[src/rtl/gss_pkg.sv]
package gss_pkg;

  localparam int COORD_W     = 32;
  localparam int VAL_W       = 32;
  localparam int TOL_W       = 31;
  localparam int ITER_W      = 16;
  localparam int PROBE_W     = 17;
  localparam int STATUS_W    = 2;
  localparam int CFG_IDX_W   = 2;
  localparam int RATIO_SHIFT = 16;
  localparam int PROD_W      = COORD_W + RATIO_SHIFT;

  // 0.618... as a 16-bit fraction
  localparam logic [RATIO_SHIFT-1:0] RATIO_NUM = 16'd40504;

  localparam logic OP_START = 1'b0;
  localparam logic OP_VALUE = 1'b1;

  localparam logic [STATUS_W-1:0] ST_PROBE = 2'd0;
  localparam logic [STATUS_W-1:0] ST_DONE  = 2'd1;
  localparam logic [STATUS_W-1:0] ST_ERR   = 2'd2;

  localparam logic [CFG_IDX_W-1:0] CFG_LEFT  = 2'd0;
  localparam logic [CFG_IDX_W-1:0] CFG_RIGHT = 2'd1;
  localparam logic [CFG_IDX_W-1:0] CFG_TOL   = 2'd2;
  localparam logic [CFG_IDX_W-1:0] CFG_LIMIT = 2'd3;

  localparam logic [COORD_W-1:0] LEFT_RST  = 32'd0;
  localparam logic [COORD_W-1:0] RIGHT_RST = 32'd65536;
  localparam logic [TOL_W-1:0]   TOL_RST   = 31'd66;
  localparam logic [ITER_W-1:0]  LIMIT_RST = 16'd1000;

  typedef struct packed {
    logic                      op;
    logic signed [VAL_W-1:0]   value;
  } gss_in_t;

  typedef struct packed {
    logic [STATUS_W-1:0]       status;
    logic signed [COORD_W-1:0] point;
    logic [COORD_W-1:0]        accuracy;
    logic [ITER_W-1:0]         iterations;
    logic [PROBE_W-1:0]        probes;
  } gss_out_t;

  typedef struct packed {
    logic [COORD_W-1:0] left_bound;
    logic [COORD_W-1:0] right_bound;
    logic [TOL_W-1:0]   tolerance;
    logic [ITER_W-1:0]  iteration_limit;
  } gss_cfg_t;

  // interval runs backwards when b is below a
  function automatic logic gss_rev(input logic [COORD_W-1:0] a, input logic [COORD_W-1:0] b);
    return $signed(b) < $signed(a);
  endfunction

  function automatic logic [COORD_W-1:0] gss_width(input logic [COORD_W-1:0] a,
                                                    input logic [COORD_W-1:0] b);
    return gss_rev(a, b) ? (a - b) : (b - a);
  endfunction

  // floor (or ceil when up) of m * RATIO_NUM / 2^RATIO_SHIFT
  function automatic logic [COORD_W-1:0] gss_ratio(input logic [COORD_W-1:0] m, input logic up);
    logic [PROD_W-1:0] prod;
    logic              frac_nz;
    prod    = {{RATIO_SHIFT{1'b0}}, m} * {{COORD_W{1'b0}}, RATIO_NUM};
    frac_nz = prod[RATIO_SHIFT-1:0] != '0;
    return prod[PROD_W-1:RATIO_SHIFT] + {{(COORD_W-1){1'b0}}, up & frac_nz};
  endfunction

  function automatic logic [COORD_W-1:0] gss_step(input logic [COORD_W-1:0] base,
                                                   input logic [COORD_W-1:0] delta,
                                                   input logic add);
    return add ? (base + delta) : (base - delta);
  endfunction

endpackage

[src/rtl/gss_cfg_regs.sv]
module gss_cfg_regs import gss_pkg::*; (
  input  logic                 clk,
  input  logic                 rst_n,
  input  logic                 wr_en,
  input  logic [CFG_IDX_W-1:0] wr_index,
  input  logic [COORD_W-1:0]   wr_data,
  output gss_cfg_t             cfg
);

  gss_cfg_t cfg_r;

  always_ff @(posedge clk) begin
    if (!rst_n) begin
      cfg_r.left_bound      <= LEFT_RST;
      cfg_r.right_bound     <= RIGHT_RST;
      cfg_r.tolerance       <= TOL_RST;
      cfg_r.iteration_limit <= LIMIT_RST;
    end else if (wr_en) begin
      unique case (wr_index)
        CFG_LEFT:  cfg_r.left_bound      <= wr_data;
        CFG_RIGHT: cfg_r.right_bound     <= wr_data;
        CFG_TOL:   cfg_r.tolerance       <= wr_data[TOL_W-1:0];
        CFG_LIMIT: cfg_r.iteration_limit <= wr_data[ITER_W-1:0];
        default: ;
      endcase
    end
  end

  assign cfg = cfg_r;

endmodule

[src/rtl/gss_engine.sv]
module gss_engine import gss_pkg::*; (
  input  logic     clk,
  input  logic     rst_n,
  input  logic     step,
  input  gss_in_t  item,
  input  gss_cfg_t cfg,
  output gss_out_t result
);

  typedef enum logic [1:0] {PH_IDLE, PH_FIRST, PH_SECOND, PH_NEW} phase_t;

  phase_t              phase_r, phase_nxt;
  logic                pending_r, pending_nxt;
  logic [ITER_W-1:0]   iter_r, iter_nxt;
  logic [COORD_W-1:0]  left_r, left_nxt, right_r, right_nxt;
  logic [COORD_W-1:0]  plo_r, plo_nxt, phi_r, phi_nxt;
  logic [VAL_W-1:0]    vlo_r, vlo_nxt, vhi_r, vhi_nxt;

  logic                start, go_left, nrev, st_rev, cur_rev, mul_up, stop;
  logic [COORD_W-1:0]  cur_w, nw, st_w, mul_w, rat, nl, nr;
  logic [COORD_W-1:0]  st_plo, st_phi, nar_pt, mid, half_up;
  logic [VAL_W-1:0]    v_lo_eff, v_hi_eff;
  logic [ITER_W-1:0]   iter_inc;

  assign start   = item.op == OP_START;
  assign cur_w   = gss_width(left_r, right_r);
  assign cur_rev = gss_rev(left_r, right_r);

  // the incoming value replaces whichever side is pending
  assign v_lo_eff = (phase_r == PH_NEW && !pending_r) ? item.value : vlo_r;
  assign v_hi_eff = (phase_r == PH_SECOND || (phase_r == PH_NEW && pending_r)) ?
                    item.value : vhi_r;
  assign go_left  = $signed(v_lo_eff) > $signed(v_hi_eff);

  assign nl   = go_left ? plo_r : left_r;
  assign nr   = go_left ? right_r : phi_r;
  assign nw   = gss_width(nl, nr);
  assign nrev = gss_rev(nl, nr);

  assign st_w   = gss_width(cfg.left_bound, cfg.right_bound);
  assign st_rev = gss_rev(cfg.left_bound, cfg.right_bound);

  // one ratio multiply serves both the start and the narrowing path
  assign mul_w  = start ? st_w : nw;
  assign mul_up = start ? st_rev : nrev;
  assign rat    = gss_ratio(mul_w, mul_up);

  assign st_plo = gss_step(cfg.right_bound, rat, st_rev);
  assign st_phi = gss_step(cfg.left_bound, rat, !st_rev);
  assign nar_pt = gss_step(go_left ? nl : nr, rat, go_left != nrev);

  assign half_up = {1'b0, cur_w[COORD_W-1:1]} + {{(COORD_W-1){1'b0}}, cur_w[0]};
  assign mid     = cur_rev ? (left_r - half_up) : (left_r + {1'b0, cur_w[COORD_W-1:1]});

  assign stop     = (iter_r == cfg.iteration_limit) || (cur_w < {cfg.tolerance, 1'b0});
  assign iter_inc = iter_r + ITER_W'(1);

  always_comb begin
    phase_nxt   = phase_r;
    pending_nxt = pending_r;
    iter_nxt    = iter_r;
    left_nxt    = left_r;
    right_nxt   = right_r;
    plo_nxt     = plo_r;
    phi_nxt     = phi_r;
    vlo_nxt     = vlo_r;
    vhi_nxt     = vhi_r;
    result      = '0;
    priority if (start) begin
      left_nxt          = cfg.left_bound;
      right_nxt         = cfg.right_bound;
      plo_nxt           = st_plo;
      phi_nxt           = st_phi;
      iter_nxt          = '0;
      pending_nxt       = 1'b0;
      phase_nxt         = PH_FIRST;
      result.status     = ST_PROBE;
      result.point      = st_plo;
      result.accuracy   = st_w;
      result.probes     = PROBE_W'(1);
    end else if (phase_r == PH_IDLE) begin
      result.status = ST_ERR;
    end else if (phase_r == PH_FIRST) begin
      vlo_nxt           = item.value;
      phase_nxt         = PH_SECOND;
      result.status     = ST_PROBE;
      result.point      = phi_r;
      result.accuracy   = cur_w;
      result.iterations = iter_r;
      result.probes     = PROBE_W'(2);
    end else if (stop) begin
      vlo_nxt           = v_lo_eff;
      vhi_nxt           = v_hi_eff;
      phase_nxt         = PH_IDLE;
      result.status     = ST_DONE;
      result.point      = mid;
      result.accuracy   = cur_w;
      result.iterations = iter_r;
      result.probes     = {1'b0, iter_r} + PROBE_W'(2);
    end else begin
      // keep the better interior probe, request one new point
      if (go_left) begin
        left_nxt = plo_r;
        plo_nxt  = phi_r;
        phi_nxt  = nar_pt;
        vlo_nxt  = v_hi_eff;
        vhi_nxt  = v_hi_eff;
      end else begin
        right_nxt = phi_r;
        phi_nxt   = plo_r;
        plo_nxt   = nar_pt;
        vlo_nxt   = v_lo_eff;
        vhi_nxt   = v_lo_eff;
      end
      pending_nxt       = go_left;
      iter_nxt          = iter_inc;
      phase_nxt         = PH_NEW;
      result.status     = ST_PROBE;
      result.point      = nar_pt;
      result.accuracy   = cur_w;
      result.iterations = iter_inc;
      result.probes     = {1'b0, iter_inc} + PROBE_W'(2);
    end
  end

  always_ff @(posedge clk) begin
    if (!rst_n) begin
      phase_r   <= PH_IDLE;
      pending_r <= 1'b0;
      iter_r    <= '0;
    end else if (step) begin
      phase_r   <= phase_nxt;
      pending_r <= pending_nxt;
      iter_r    <= iter_nxt;
    end
  end

  always_ff @(posedge clk) begin
    if (step) begin
      left_r  <= left_nxt;
      right_r <= right_nxt;
      plo_r   <= plo_nxt;
      phi_r   <= phi_nxt;
      vlo_r   <= vlo_nxt;
      vhi_r   <= vhi_nxt;
    end
  end

endmodule

[src/rtl/golden_section_minimum_search_core.sv]
// Golden-section minimum search in Q16.16. The block emits probe points and takes
// back function values: one result per input transaction, in order. An accepted
// transaction lands in an input register, is processed by a single combinational
// step (interval width, one 32x16 multiply by the ratio constant, one add) that
// updates the search state when the output register is free or being emptied,
// and its result is held in that output register, which drives out_valid.
// One transaction per cycle is sustained while the output side keeps up; the
// per-cycle state recurrence through that multiply-add sets the clock.
// Configuration writes are always taken and must only be issued while no search
// transaction is outstanding.
module golden_section_minimum_search_core import gss_pkg::*; (
  input  logic                 clk,
  input  logic                 rst_n,
  input  logic                 in_valid,
  output logic                 in_ready,
  input  gss_in_t              in_data,
  output logic                 out_valid,
  input  logic                 out_ready,
  output gss_out_t             out_data,
  input  logic                 cfg_valid,
  output logic                 cfg_ready,
  input  logic [CFG_IDX_W-1:0] cfg_index,
  input  logic [COORD_W-1:0]   cfg_data
);

  gss_in_t  in_r;
  logic     in_vld_r;
  gss_out_t out_r;
  logic     out_vld_r;
  gss_out_t res;
  gss_cfg_t cfg;
  logic     adv;

  assign cfg_ready = 1'b1;
  assign adv       = in_vld_r && (!out_vld_r || out_ready);
  assign in_ready  = !in_vld_r || adv;
  assign out_valid = out_vld_r;
  assign out_data  = out_r;

  gss_cfg_regs u_cfg (
    .clk      (clk),
    .rst_n    (rst_n),
    .wr_en    (cfg_valid && cfg_ready),
    .wr_index (cfg_index),
    .wr_data  (cfg_data),
    .cfg      (cfg)
  );

  gss_engine u_engine (
    .clk    (clk),
    .rst_n  (rst_n),
    .step   (adv),
    .item   (in_r),
    .cfg    (cfg),
    .result (res)
  );

  always_ff @(posedge clk) begin
    if (!rst_n) begin
      in_vld_r  <= 1'b0;
      out_vld_r <= 1'b0;
    end else begin
      if (in_ready) begin
        in_vld_r <= in_valid;
      end
      if (adv) begin
        out_vld_r <= 1'b1;
      end else if (out_ready) begin
        out_vld_r <= 1'b0;
      end
    end
  end

  always_ff @(posedge clk) begin
    if (in_valid && in_ready) begin
      in_r <= in_data;
    end
    if (adv) begin
      out_r <= res;
    end
  end

endmodule

[config.mk]
export PLATFORM = sky130hd
export DESIGN_NAME = golden_section_minimum_search_core
export DESIGN_NICKNAME = d
export VERILOG_FILES = /design/src/rtl/gss_pkg.sv /design/src/rtl/gss_cfg_regs.sv /design/src/rtl/gss_engine.sv /design/src/rtl/golden_section_minimum_search_core.sv
export SDC_FILE = /design/constraint.sdc
export NUM_CORES = 2
export LEC_CHECK = 0
export BUFFER_PORTS_ARGS = -buffer_cell sky130_fd_sc_hd__clkbuf_2
export CAP_MARGIN = 40
export CORE_MARGIN = 1.5
export CORE_UTILIZATION = 40
export DETAILED_ROUTE_END_ITERATION = 8
export PLACE_DENSITY = 0.57
export SYNTH_ARGS = -nofsm -noshare
export SYNTH_HDL_FRONTEND = slang
export SYNTH_SLANG_ARGS = --single-unit
export TNS_END_PERCENT = 1
[constraint.sdc]
create_clock -name clk -period 17.45 [get_ports clk]
set_input_delay 4.3625 -clock clk [delete_from_list [all_inputs] [get_ports clk]]
set_output_delay 4.3625 -clock clk [all_outputs]
set_load 0.05 [all_outputs]
# Word level (Yosys, flattened, before mapping)
# Index checks and enable logic that the tools add are counted.
dict set report totals {
  register_bits 456
  wordCells 145
}
dict set report classes {
  add_sub_neg 19
  multipliers 1
  n_lt_le_gt_ge 5
  n_eq_ne 11
  n_mux 55
  bitwise_logic 4
  n_reduce_logical 25
}
# operator n
set ops {}
lappend ops {{$mux W32} 35}
lappend ops {{$sub A32 B32 Y32} 10}
lappend ops {{$lt A32 B32 Y1} 4}
lappend ops {{$mux W99} 1}
lappend ops {{$mux W98} 1}
lappend ops {{$mux W97} 1}
lappend ops {{$add A32 B32 Y32} 3}
lappend ops {{$mux W16} 4}
lappend ops {{$mux W64} 1}
lappend ops {{$mul A32 B13 Y45 const B} 1}
lappend ops {{$add A16 B2 Y17 const B} 2}
lappend ops {{$add A31 B1 Y32} 1}
lappend ops {{$add A32 B1 Y32} 1}
lappend ops {{$add A32 B31 Y32} 1}
lappend ops {{$gt A32 B32 Y1} 1}
lappend ops {{$add A16 B1 Y16 const B} 1}
lappend ops {{$eq A16 B16 Y1} 1}
lappend ops {{$reduce_bool A16 Y1} 1}
lappend ops {{$mux W2} 5}
lappend ops {{$reduce_and A2 Y1} 5}
lappend ops {{$eq A2 B2 Y1 const B} 4}
lappend ops {{$reduce_and A4 Y1} 2}
lappend ops {{$mux W1} 7}
lappend ops {{$ne A2 B2 Y1 const B} 3}
lappend ops {{12 further kinds} 24}

# Longest topological paths before layout
dict set report depth {
  word_depth 20
  mapped_depth 83
  ltp_nobuf 77
}

# By module
# Synthesis repeated with hierarchy kept, for this count alone.
dict set report unflattened {
  cells_unflattened 6293
  hier_area_um2 51876.0
}
# mod instances cells_per_inst area_per_inst_um2
set modules_own_cells {}
lappend modules_own_cells {gss_engine 1 5741 43660.6}
lappend modules_own_cells {gss_cfg_regs 1 409 4136.5}
lappend modules_own_cells {golden_section_minimum_search_core 1 143 4078.9}

# Worst setup path after synthesis
# Ideal clock, no wire load.
dict set report synth_path {
  kind {register to register}
  start {register u_engine.phase_r[1]}
  end {register u_engine.plo_r[31] (data pin)}
  setup_time_ns 0.146
  t_arrival_ns 16.564
  required_time_ns 17.304
  setup_slack_ns 0.740
  stages_incl_launch_ff 80
  n_path_buf 7
  synth_period_minus_slack_ns 16.710
  path_cell_list {dfxtp_1 -> inv_1 -> or3_1 -> clkbuf_1 -> clkbuf_1 -> mux2_2 -> ha_1 -> a21oi_1 -> o21ai_0 -> a22oi_1 -> or4b_2 -> nor3b_1 -> clkbuf_1 -> nor2_1 -> clkbuf_1 -> clkbuf_1 -> nand2_1 -> a21boi_0 -> (+44 left out) -> nand2_1 -> nand2_1 -> xor2_1 -> ha_1 -> a21o_1 -> a21o_1 -> a21o_1 -> nor3_1 -> o311ai_0 -> a31o_2 -> a21oi_1 -> o21ba_2 -> o21ai_0 -> a21oi_1 -> xnor3_1 -> and3_1 -> o311a_1 -> a21oi_1}
}
dict set report synth_via {
  elab_chain_cells 20
}
# element line_no
set synth_lines {}
lappend synth_lines {{start, declared} gss_engine.sv:12} ;# phase_t phase_r, phase_nxt;
lappend synth_lines {{start signal, assigned} gss_engine.sv:132} ;# phase_r <= phase_nxt;
lappend synth_lines {{$eq A2 B2 Y1} {gss_engine.sv:30, gss_engine.sv:31}}
lappend synth_lines {{$logic_and A1 B1 Y1} gss_engine.sv:31} ;# assign v_hi_eff = (phase_r == PH_SECOND || (phase_r == PH_NEW && pending_r)) ?
lappend synth_lines {{$logic_or A1 B1 Y1} gss_engine.sv:31}
lappend synth_lines {{$mux W32} gss_engine.sv:31}
lappend synth_lines {{$gt A32 B32 Y1 (*)} gss_engine.sv:33} ;# assign go_left = $signed(v_lo_eff) > $signed(v_hi_eff);
lappend synth_lines {{$mux W32 (on tied branches)} {gss_engine.sv:36, gss_engine.sv:35}}
lappend synth_lines {{$sub A32 B32 Y32 or $lt A32 B32 Y1 (tied branches)} {gss_pkg.sv:60, gss_pkg.sv:55}}
lappend synth_lines {{$mux W32} gss_pkg.sv:60} ;# return gss_rev(a, b) ? (a - b) : (b - a);
lappend synth_lines {{(+5 left out)} n/a}
lappend synth_lines {{$sub A32 B32 Y32 or $add A32 B32 Y32 (tied branches)} gss_pkg.sv:75} ;# return add ? (base + delta) : (base - delta);
lappend synth_lines {{$mux W32} gss_pkg.sv:75}
lappend synth_lines {{$mux W32} gss_engine.sv:102} ;# if (go_left) begin
lappend synth_lines {{$mux W32} gss_engine.sv:91} ;# end else if (stop) begin
lappend synth_lines {{$mux W32} gss_engine.sv:83} ;# end else if (phase_r == PH_FIRST) begin
lappend synth_lines {{$mux W32} gss_engine.sv:81} ;# end else if (phase_r == PH_IDLE) begin
lappend synth_lines {{$mux W32 (*)} gss_engine.sv:69} ;# priority if (start) begin
lappend synth_lines {{net u_engine.plo_nxt[31]} gss_engine.sv:16} ;# logic [COORD_W-1:0] plo_r, plo_nxt, phi_r, phi_nxt;
lappend synth_lines {{end signal, assigned} gss_engine.sv:142} ;# plo_r <= plo_nxt;
lappend synth_lines {{end, declared} gss_engine.sv:16}
# Mark *: on every way through the listed nets, which the timed path passes. The rest lies on a longest branch. The select of a mux whose other input is x is not followed.
# A chain may end at the register's enable or synchronous reset.

# Worst setup path in the final report
dict set report layout_path {
  start {register u_engine.phase_r[0]}
  end {register u_engine.phi_r[26] (data pin)}
}
dict set report layout_via {
  elab_chain_cells 20
}
# element line_no
set layout_lines {}
lappend layout_lines {{$eq A2 B2 Y1} {gss_engine.sv:30, gss_engine.sv:31}}
lappend layout_lines {{$logic_and A1 B1 Y1} gss_engine.sv:31}
lappend layout_lines {{$logic_or A1 B1 Y1} gss_engine.sv:31}
lappend layout_lines {{$mux W32} gss_engine.sv:31}
lappend layout_lines {{$gt A32 B32 Y1 (*)} gss_engine.sv:33}
lappend layout_lines {{$mux W32 (on tied branches)} {gss_engine.sv:36, gss_engine.sv:35}}
lappend layout_lines {{$sub A32 B32 Y32 or $lt A32 B32 Y1 (tied branches)} {gss_pkg.sv:60, gss_pkg.sv:55}}
lappend layout_lines {{$mux W32} gss_pkg.sv:60}
lappend layout_lines {{(+5 left out)} n/a}
lappend layout_lines {{$sub A32 B32 Y32 or $add A32 B32 Y32 (tied branches)} gss_pkg.sv:75}
lappend layout_lines {{$mux W32} gss_pkg.sv:75}
lappend layout_lines {{$mux W32} gss_engine.sv:102}
lappend layout_lines {{$mux W32} gss_engine.sv:91}
lappend layout_lines {{$mux W32} gss_engine.sv:83}
lappend layout_lines {{$mux W32} gss_engine.sv:81}
lappend layout_lines {{$mux W32 (*)} gss_engine.sv:69}
lappend layout_lines {{net u_engine.phi_nxt[26]} gss_engine.sv:16}
lappend layout_lines {{end signal, assigned} gss_engine.sv:143} ;# phi_r <= phi_nxt;
lappend layout_lines {{end, declared} gss_engine.sv:16}
# Marked as above.

==> results.yml <==
synthesis:
  synth_seq_cells: 456
  synthesis.area_mm2: 0.05229
  synth_fp_nets: 7289
  postSynthAreaPerCell_um2: 8.082
  synth_edf_count: 324
  syn_inst: 6469
  synth_seq_area_share_pct: 23.66
  async_flop_share_pct: 0
  synth_cell_type_count: 115
  ys_warn_count: 0
  synth_flop_cell: "edfxtp_1"
grt:
  grt_usage_pct: 28.89
  grt_antenna_before_repair: 1
  busiest_layer: "met2"
  met2_usage_pct: 44.78
  grt_use_met3_pct: 3.731
  grt.overflow.total: 0
  grt_pass1_vias: 46350
  grt_start_max_net_pins: 102
  grt_pass1_wl_um: 291000
  use_met1_pct: 41.89
timing:
  hold_viol_final: 0
  setup_tns_ns: 0
  setup_viol: 0
  slew_viol_final: 0
  slew_headroom_pct: 36.56
  fmax_mhz: 59.50
  finalClockSkew_ns: 0.03441
  tightest_slew_ns: 0.9447
  min_period_ns: 16.81
  fin_crit_sh_pct: 96.32
worst_setup_path:
  worstPathRequired_ns: 17.83
  slowest_stage: "a21boi_0"
  r2r-end: "u_engine.phi_r[26]$_DFFE_PP_"
  start_kind: "register"
  critical_path_class: "register to register"
  worst_path_dominant_cell_family: "compound AO/OA/AOI/OAI gates"
  r2r_cells: 75
  crit_arrival_ns: 17.19
  critPathMaxFanout: 27
  r2r_start: "u_engine.phase_r[0]$_SDFFE_PN0P_"
  max_stage_delay_ns: 0.70
  cpMostUsedCell: "buf_4"
  cp_num_buf_inv: 17
  endpoint_kind: "register"
  reg2reg_slack_ns: 0.64
finish:
  finalNonFillerCells: 8514
  synthToLayoutAreaGrowth_pct: 14.14
  fin_nets: 7542
  fill_cells: 12900
  drive_gt1_share_pct: 12.27
placed_design:
  dp.cells: 8363
  gp_congestion: 1.027
  hpwl_um: 159300
  portBuffers: 172
worst_hold_path:
  hold_class: "register to register"
  min_delay_path_depth: 2
  hold_end: "u_cfg.cfg[37]$_SDFFE_PN0P_"
  hold_start: "u_cfg.cfg[37]$_SDFFE_PN0P_"
floorplan:
  coreArea_mm2: 0.1296
  rows: 132
  die_h_um: 364.5
  dieArea_mm2: 0.1329
  boundaryPins: 174
  die_w_um: 364.5
  initial_core_util_pct: 40.33
detailed_routing:
  vias_per_cell: 5.733
  vias: 48810
  wirelength_um: 198200
  drt-initial-drc-count: 5188
  ant_nets: 0
  drc: 0
  routedWlPerCell_um: 23.28
  first_pass_iters: 6
cts:
  cts-buffers-inserted: 57
  htree_levels: 2
  cts_sinks: 456
  clk_latency_ns: 0.69
  cts.path.max_buffers: 3
  cts_tree: "yes"
  cts_root_buf: "clkbuf_16"
  clkSlewWorstSetupHoldPaths_ns: 0.06
job:
  cap_violations: 0
run_status:
  status: "complete, no violations"
[sequential cells by signal (all words and copies together), names as in the netlist]
name and flops:
u_engine.phi_r 32, u_engine.plo_r 32, u_cfg.cfg 111, u_engine.vlo_r 32, out_data 99, u_engine.pending_r 1, in_vld_r 1, u_engine.iter_r 16
u_engine.left_r 32, u_engine.vhi_r 32, u_engine.right_r 32, out_valid 1, u_engine.phase_r 2, in_r 33
[layer usage]
| layer | vias up | share of wire [%] | wire, um |
|---|---|---|---|
| li1 | 23170 | - | - |
| met1 | 23640 | 46 | 91150 |
| met2 | 1765 | 44 | 86610 |
| met5 | - | 0 | 0 |
| met4 | 0 | 2.9 | 5816 |
| met3 | 226 | 7.4 | 14650 |
[synthesized netlist by cell type, drive strengths merged, types with 99 or more instances]
library cell	count	share of area, %
a21oi	668	6.4
clkbuf	246	1.8
edfxtp	324	19
dfxtp	132	5.1
xnor2	265	4.5
o21ai	340	3.3
fa	161	6.2
xor2	145	2.4
inv	614	4.4
nor2	511	3.7
nor3	99	0.97
nand3	110	1.1
nand2	785	5.6
ha	587	14
a21o	191	2.7
a21boi	173	2.5
[final cells by class]
type / instances / area [um^2] / share of cell area (%)
tap: 1742 / 2180 / 3.652
clock buffer: 75 / 1670 / 2.799
timing repair buffer: 476 / 3431 / 5.749
multi-input combinational: 5116 / 37280 / 62.47
sequential: 456 / 12370 / 20.73
antenna: 1 / 2.502 / 0.004193
clock inverter: 33 / 426.7 / 0.7149
inverter: 615 / 2315 / 3.879
[placed cells by master (no fill, tap or decap), types with 15 or more instances in the layout]
master / instances
nand2b_1: 53
xnor2_2: 21
mux2i_1: 82
edfxtp_1: 324
xnor2_1: 243
nand3_1: 109
and2_1: 34
nor4_1: 24
buf_4: 279
mux2_2: 46
ha_1: 581
a21boi_1: 15
clkbuf_16: 64
o31ai_1: 16
a31oi_1: 57
a211oi_1: 41
nor3_1: 92
or2_2: 19
o21bai_1: 91
nand2_1: 780
o21a_1: 39
a21oi_1: 652
nor2_1: 496
nand4_1: 56
inv_1: 610
a21o_1: 190
nor2b_1: 76
xor2_1: 139
o211ai_1: 59
a21boi_0: 150
clkbuf_2: 171
or3_1: 42
o21ai_0: 317
fa_1: 161
dfxtp_1: 132
and3_1: 40
[metrics by stage]
step                setup slack [ns]  utilization, %  hold slack [ns]  area (um^2)
floorplan                     0.7404               -           0.4390        52290
finish                        0.6425           46.03           0.4681        59680
detailed placement            -1.122           43.65           0.4580        56590
CTS                          0.08493           45.48           0.4666        58960
global route                -0.06828           46.03           0.4842        59680
global placement             -0.8497           43.44           0.4518        56320
[worst reg2reg max path: cells and delay by family, from the launching register on]
kind | cells | cell delay [ns]
flops | 1 | 0.32
mux | 2 | 0.51
buf+inv | 17 | 2.53
compound gates | 24 | 5.61
fa+ha+maj | 9 | 2.94
xor+xnor | 2 | 0.38
simple gates | 21 | 4.24
[cells by family (layout without fill, tap and decap cells)]
| group | after synthesis | in the layout | share of synthesized area, % |
|---|---|---|---|
| and+or+nand+nor | 1929 | 1931 | 16.83 |
| buffers and inverters | 899 | 1199 | 6.497 |
| adders and majority gates | 759 | 759 | 20.42 |
| DFF | 456 | 456 | 23.66 |
| other | 1 | 2 | 0.007172 |
| muxes | 135 | 135 | 2.721 |
| AOI/OAI and AO/OA | 1876 | 1876 | 22.79 |
| xor gates and xnor gates | 414 | 414 | 7.069 |
[worst max-delay path by stage]
stage | start | end | slack, ns | cells after the start
final | u_engine.phase_r[0]$_SDFFE_PN0P_ | u_engine.phi_r[26]$_DFFE_PP_ | 0.64 | 75
after global routing | u_engine.phase_r[0]$_SDFFE_PN0P_ | u_engine.phi_r[31]$_DFFE_PP_ | -0.07 | 73
after CTS | u_engine.phase_r[0]$_SDFFE_PN0P_ | u_engine.plo_r[31]$_DFFE_PP_ | 0.08 | 78
after detailed placement | u_engine.phase_r[0]$_SDFFE_PN0P_ | u_engine.phi_r[28]$_DFFE_PP_ | -1.12 | 75
after global placement | u_engine.phase_r[0]$_SDFFE_PN0P_ | u_engine.phi_r[28]$_DFFE_PP_ | -0.85 | 73
after floorplan | u_engine.phase_r[1]$_SDFFE_PN0P_ | u_engine.plo_r[31]$_DFFE_PP_ | 0.74 | 79
[what timing repair did]
item	CTS	global route
resized for setup	39	112
setup endpoints to repair	32	44
cloned	1	3
hold buffers	0	0
setup buffers	8	30
pin swaps	4	33
Power is not shown: default switching activity piles up to over one toggle a cycle in this logic, so the estimate is an artifact.
